[src/rtl/npm_pkg.sv]
// npm_pkg: types, widths and codes shared by the nearest point matcher
// depends on nothing; imported by npm_dist and nearest_point_matcher_top
`default_nettype none

package npm_pkg;

    localparam int MAX_TARGETS = 8192;
    localparam int IDX_W       = $clog2(MAX_TARGETS);
    localparam int CNT_W       = $clog2(MAX_TARGETS + 1);
    localparam int COORD_W     = 20;
    localparam int AXIS_W      = COORD_W;
    localparam int SQ_W        = 2 * AXIS_W;
    localparam int DIST_W      = 42;
    localparam int POINT_W     = 3 * COORD_W;

    localparam logic [DIST_W-1:0] THRESH_RESET = DIST_W'(1717987);

    typedef enum logic [1:0] {
        CMD_CLEAR  = 2'd0,
        CMD_APPEND = 2'd1,
        CMD_QUERY  = 2'd2
    } cmd_t;

    typedef struct packed {
        logic signed [COORD_W-1:0] x;
        logic signed [COORD_W-1:0] y;
        logic signed [COORD_W-1:0] z;
    } point_t;

    typedef struct packed {
        logic             valid;
        logic [IDX_W-1:0] idx;
    } tag_t;

endpackage

`default_nettype wire

[src/rtl/npm_dist.sv]
// npm_dist: three stage squared euclidean distance pipeline with tag
// depends on npm_pkg; fed by the point store read port
`default_nettype none

module npm_dist (
    input  logic                               clk,
    input  logic                               rst_n,
    input  npm_pkg::point_t                    query,
    input  npm_pkg::point_t                    target,
    input  npm_pkg::tag_t                      tag_in,
    output logic [npm_pkg::DIST_W-1:0]         sum_sq,
    output npm_pkg::tag_t                      tag_out,
    output logic                               busy
);
    import npm_pkg::*;

    logic [AXIS_W-1:0] ax_reg, ay_reg, az_reg;
    logic [SQ_W-1:0]   sx_reg, sy_reg, sz_reg;
    logic [DIST_W-1:0] dist_reg;
    tag_t              tag1_reg, tag2_reg, tag3_reg;
    logic [AXIS_W-1:0] ax_next, ay_next, az_next;

    function automatic logic [AXIS_W-1:0] abs_diff(
        input logic signed [COORD_W-1:0] a,
        input logic signed [COORD_W-1:0] b
    );
        logic signed [COORD_W:0] d;
        logic        [COORD_W:0] m;
        d = $signed({a[COORD_W-1], a}) - $signed({b[COORD_W-1], b});
        m = d[COORD_W] ? (~d + 1'b1) : d;
        return m[AXIS_W-1:0];
    endfunction

    always_comb
    begin
        ax_next = abs_diff(query.x, target.x);
        ay_next = abs_diff(query.y, target.y);
        az_next = abs_diff(query.z, target.z);
    end

    always_ff @(posedge clk)
    begin
        ax_reg   <= ax_next;
        ay_reg   <= ay_next;
        az_reg   <= az_next;
        sx_reg   <= ax_reg * ax_reg;
        sy_reg   <= ay_reg * ay_reg;
        sz_reg   <= az_reg * az_reg;
        dist_reg <= DIST_W'(sx_reg) + DIST_W'(sy_reg) + DIST_W'(sz_reg);
    end

    always_ff @(posedge clk or negedge rst_n)
    begin
        if (!rst_n)
        begin
            tag1_reg <= '0;
            tag2_reg <= '0;
            tag3_reg <= '0;
        end
        else
        begin
            tag1_reg <= tag_in;
            tag2_reg <= tag1_reg;
            tag3_reg <= tag2_reg;
        end
    end

    assign sum_sq  = dist_reg;
    assign tag_out = tag3_reg;
    assign busy    = tag1_reg.valid | tag2_reg.valid | tag3_reg.valid;

endmodule

`default_nettype wire
[config.mk]
export PLATFORM = sky130hd
export DESIGN_NAME = npm_dist
export DESIGN_NICKNAME = d
export VERILOG_FILES = /design/src/rtl/npm_pkg.sv /design/src/rtl/npm_dist.sv
export SDC_FILE = /design/constraint.sdc
export NUM_CORES = 2
export LEC_CHECK = 0
export ABC_CLOCK_PERIOD_IN_PS = 6840
export BUFFER_PORTS_ARGS = -buffer_cell sky130_fd_sc_hd__buf_2
export CORE_ASPECT_RATIO = 0.5
export CORE_MARGIN = 5
export CORE_UTILIZATION = 59
export DETAILED_ROUTE_END_ITERATION = 10
export HOLD_SLACK_MARGIN = 0.06
export PLACE_DENSITY_LB_ADDON = 0.08
export SETUP_SLACK_MARGIN = 0.02
export SYNTH_ARGS = -nofsm -noshare
export SYNTH_HDL_FRONTEND = slang
export SYNTH_SLANG_ARGS = --single-unit
[constraint.sdc]
create_clock -name clk -period 6.84 [get_ports clk]
set_clock_uncertainty 0.1 [all_clocks]
set_input_delay 1.026 -clock clk [delete_from_list [all_inputs] [get_ports clk]]
set_output_delay 1.026 -clock clk [all_outputs]
set_load 0.02 [all_outputs]
### After elaboration in Yosys (flattened, before gate mapping)

Index checks and enable logic that the tools add are counted.

* $add $sub $neg: 8
* bitwise gates (word level): 5
* muxes and demuxes: 3
* multiply operators: 3

Operator list (number)
* $mul 20x20->40: 3
* $sub 20x20->21: 3
* $add 20x1->20 const B: 3
* $mux 20: 3
* $not 20->20: 3
* $add 41x40->42: 1
* $add 40x40->41: 1
* $or 1x1->1: 2

* flip-flop bits (word level): 264
* output and inout port bits: 57
* input port bits: 136
* word-level logic and storage cells: 32

### Longest topological paths before layout

* depth after elaboration: 4
* gate-level depth with buffers: 29
* depth with buffers taken out: 27

### Worst setup path after synthesis

OpenSTA, ideal clock, no wires.

* path type: register to register
* start: register ax_reg[8]
* end: register sx_reg[37]
* path buffers: 2
* arrival time: 6908 ps
* clock period less this slack: 7081 ps
* library setup time: 72 ps
* stages on the path, launching flop included: 24
* data required time: 6668 ps
* setup slack: -241 ps
* cells stage by stage: dfxtp_1 > clkbuf_1 > clkbuf_1 > nand2_1 > fa_1 > inv_1 > fa_1 > fa_1 > fa_1 > inv_1 > fa_1 > inv_1 > fa_1 > fa_1 > ha_1 > and4_1 > a221o_1 > o2111ai_1 > a21oi_1 > a311oi_1 > o21ai_0 > a21oi_1 > nor2b_1 > xnor2_1

* longest elaborated chain between the ends: 1

Ends and longest elaborated chain
* start, declared: line npm_dist.sv:17 `logic [AXIS_W-1:0] ax_reg, ay_reg, az_reg;`
* start signal, assigned: line npm_dist.sv:43 `ax_reg <= ax_next;`
* $mul 20x20->40: line npm_dist.sv:46 `sx_reg <= ax_reg * ax_reg;`
* end signal, assigned: line npm_dist.sv:46
* end, declared: line npm_dist.sv:18 `logic [SQ_W-1:0] sx_reg, sy_reg, sz_reg;`

No other way between the ends.

### Worst setup path in the final report

* start: register ax_reg[2]
* end: register sx_reg[37]

Same word-level chain as after synthesis.

==> flow_summary.json <==
{
  "critical_path_required_ns": 7.27,
  "most_frequent_cells_in_the_layout": "inv_1 (1146), fa_1 (861), ha_1 (544)",
  "layout-area-overhead-vs-synth_pct": 13.86,
  "max-clock-path-buffers": 3,
  "drt.antenna.violating_nets": 0,
  "cp_top_family": "adder cells",
  "final_design_area_no_fill_um2": 53180,
  "design.die.area_um2": 85230,
  "fin_ws_ns": 0.09627,
  "drc": 0,
  "critical-path-slowest-cell": "fa_1",
  "layout-drive-gt1-share_pct": 14.85,
  "portBuffers": 192,
  "final_period_minus_worst_setup_slack_ns": 6.744,
  "detail_route.wl_per_cell_um": 16.70,
  "yosysWarningCount": 0,
  "die_x_um": 407.9,
  "htree_num_levels": 1,
  "final-hold-violation-count": 0,
  "timing.critical_path.to_type": "register",
  "commonest_non_fill_non_tap_cell_in_the_layout": "inv_1",
  "drt-total-wl_um": 108500,
  "detailedPlace.worstSlack_ns": -0.3486,
  "antenna_found_initial": 1,
  "grt_pass1_vias": 36290,
  "finalSetupTns_ns": 0,
  "clk-insertion-delay-late_ns": 0.60,
  "cts_root_buffer": "clkbuf_16",
  "relSlewSlack_pct": 20.91,
  "via_per_inst": 5.251,
  "setup_viol_count_final": 0,
  "crit_buf_inv": 3,
  "worstMarginPinSlew_ns": 1.186,
  "cts.reportedPaths.clkPinSlew_ns": 0.06,
  "netlist_area_um2": 46710,
  "global_route_usage_sum_pct": 25.79,
  "timing.critical_path.cells": "nand2_1, fa_1, inv_2, fa_1, fa_1, fa_1, inv_2, fa_1, inv_2, fa_1, fa_1, ha_1, and4_1, a221o_1, o2111ai_2, a21oi_4, a311oi_4, o21ai_2, a21oi_2, nor2b_4, xnor2_1",
  "synth_area_per_cell_um2": 9.406,
  "finish.net_count": 7011,
  "core.rowCount": 72,
  "worst-endpoint-arrival_ns": 7.17,
  "cpPeakStageDelay_ns": 0.59,
  "gpl.final_weighted_congestion": 0.8815,
  "tritoncts.num_buffers": 28,
  "hp-class": "register to register",
  "rsz_0062_raised_after_global_routing": "true",
  "ys_types": 84,
  "io-pin-count": 193,
  "initial_core_utilization_pct": 60.01,
  "synth-seq-cells": 261,
  "maxSlewViolCount": 0,
  "post-route-period-util_pct": 98.59,
  "synth_cells": 4966,
  "worst_setup_path_start_kind": "register",
  "grt_start_max_net_pins": 43,
  "run_status": "complete, no violations",
  "antenna-diode-count": 0,
  "critical_path_class": "register to register",
  "ys.flop_type": "dfxtp_1",
  "wire_length_of_the_first_global_routing_pass_um": 180200,
  "tritoncts": "yes",
  "drt_first_pass_iters": 7,
  "dr.first_iter.drc_count": 1740,
  "maxCapViolCount": 0,
  "synth_edf_count": 0,
  "worst_path_most_repeated_cell": "fa_1",
  "cp_max_fo": 8,
  "clock-sinks": 261,
  "largest_register_ff_count": 42,
  "vias": 34120,
  "grt_overflow": 0,
  "core-area_um2": 77830,
  "synth_sequential_area_ratio_pct": 11.64,
  "placed_cell_area_um2": 51270,
  "die_y_um": 209.0,
  "fmax_ghz": 0.1483,
  "detailed_place_hpwl_um": 94650,
  "async_set_reset_flop_share_out_of_synthesis_pct": 16.09
}
[Yosys cell counts, drive strengths merged (15+ instances only)]
master / n / area [um2]
inv: 1151 / 4320
fa: 876 / 17540
ha: 559 / 6994
nand2: 427 / 1603
dfxtp: 219 / 4384
and2: 213 / 1333
xnor2: 194 / 1699
a21oi: 176 / 884.6
nor2: 165 / 619.3
clkbuf: 129 / 484.2
a21o: 107 / 804.5
o21ai: 99 / 495.5
xor2: 88 / 778.3
nand3: 51 / 260.3
dfrtp: 42 / 1051
nor2b: 41 / 256.5
nor3: 32 / 160.2
o21a: 30 / 226.5
o21bai: 28 / 210.2
a31oi: 27 / 168.9
nand2b: 27 / 168.9
and3: 21 / 131.4
o31ai: 19 / 142.6
nand4: 17 / 106.4
a211oi: 16 / 120.1
or2: 15 / 93.84
[per-layer routing]
metal  wire length, um  GRT usage [%]
met4              2082          4.806
met2             51850          43.45
met5                 0              0
met3              6120          4.500
met1             48480          35.64
[repair_timing]
action / 4_1_cts / 5_1_grt
endpoints found under the setup margin: 19 / 39
gates cloned: 0 / 2
gates resized for setup: 38 / 176
pin swaps: 6 / 90
hold buffers: 0 / 0
setup buffers: 2 / 14
[through the flow]
step / cells / hold slack, ns / util [%]
final: 6498 / 0.2482 / 68.33
after global routing: 6498 / 0.2529 / 68.33
after CTS: 6482 / 0.2457 / 67.29
after detailed placement: 6428 / 0.2347 / 65.88
after global placement: 6428 / 0.2313 / 65.88
after floorplan: 4968 / 0.2312 / -
[cell families (layout without fill, tap and decap cells)]
kind of cell,after synthesis,in the layout,share of synthesized area (%)
simple gates,1066,1066,11.06
mux,6,6,0.1420
other cells,1,3,0.008029
xor+xnor,282,282,5.304
fa+ha+maj,1437,1437,52.56
flops,261,261,11.64
compound gates,629,629,8.950
buf+inv,1284,1778,10.34
[final timing paths]
path | start | to | slack, ns | depth (start not counted)
worst max-delay path | ax_reg[2]$_DFF_P_ | sx_reg[37]$_DFF_P_ | 0.1 | 21
worst min-delay path | tag2_reg[2]$_DFF_PN0_ | tag_out[2]$_DFF_PN0_ | 0.25 | 0
worst max register to register | ax_reg[2]$_DFF_P_ | sx_reg[37]$_DFF_P_ | 0.1 | 21
worst min register to register | tag2_reg[2]$_DFF_PN0_ | tag_out[2]$_DFF_PN0_ | 0.25 | 0
max in group asynchronous | rst_n | tag1_reg[2]$_DFF_PN0_ | 5.66 | 1
min in group asynchronous | rst_n | tag1_reg[7]$_DFF_PN0_ | 0.44 | 1
[layout make-up]
cell class | count | area (um2)
clock buffers | 32 | 715.7
clock inverters | 20 | 277.8
fillers | 6242 | 24650
inverters | 1151 | 4320
multi-input cells | 3423 | 37010
flip-flops and latches | 261 | 5545
well taps | 1036 | 1296
repair buffers | 575 | 4021
[worst register-to-register path: stages (launching register included)]
cell and delay [ns]:
dfxtp_4 0.42, nand2_1 0.10, fa_1 0.59, inv_2 0.05
fa_1 0.51, fa_1 0.53, fa_1 0.53, inv_2 0.05
fa_1 0.50, inv_2 0.04, fa_1 0.49, fa_1 0.50
ha_1 0.31, and4_1 0.17, a221o_1 0.38, o2111ai_2 0.28
a21oi_4 0.13, a311oi_4 0.39, o21ai_2 0.13, a21oi_2 0.17
nor2b_4 0.17, xnor2_1 0.12
Power is left out: the tool's default activity adds up to more than one toggle a clock period on the data nets, which glitch-free logic cannot reach.
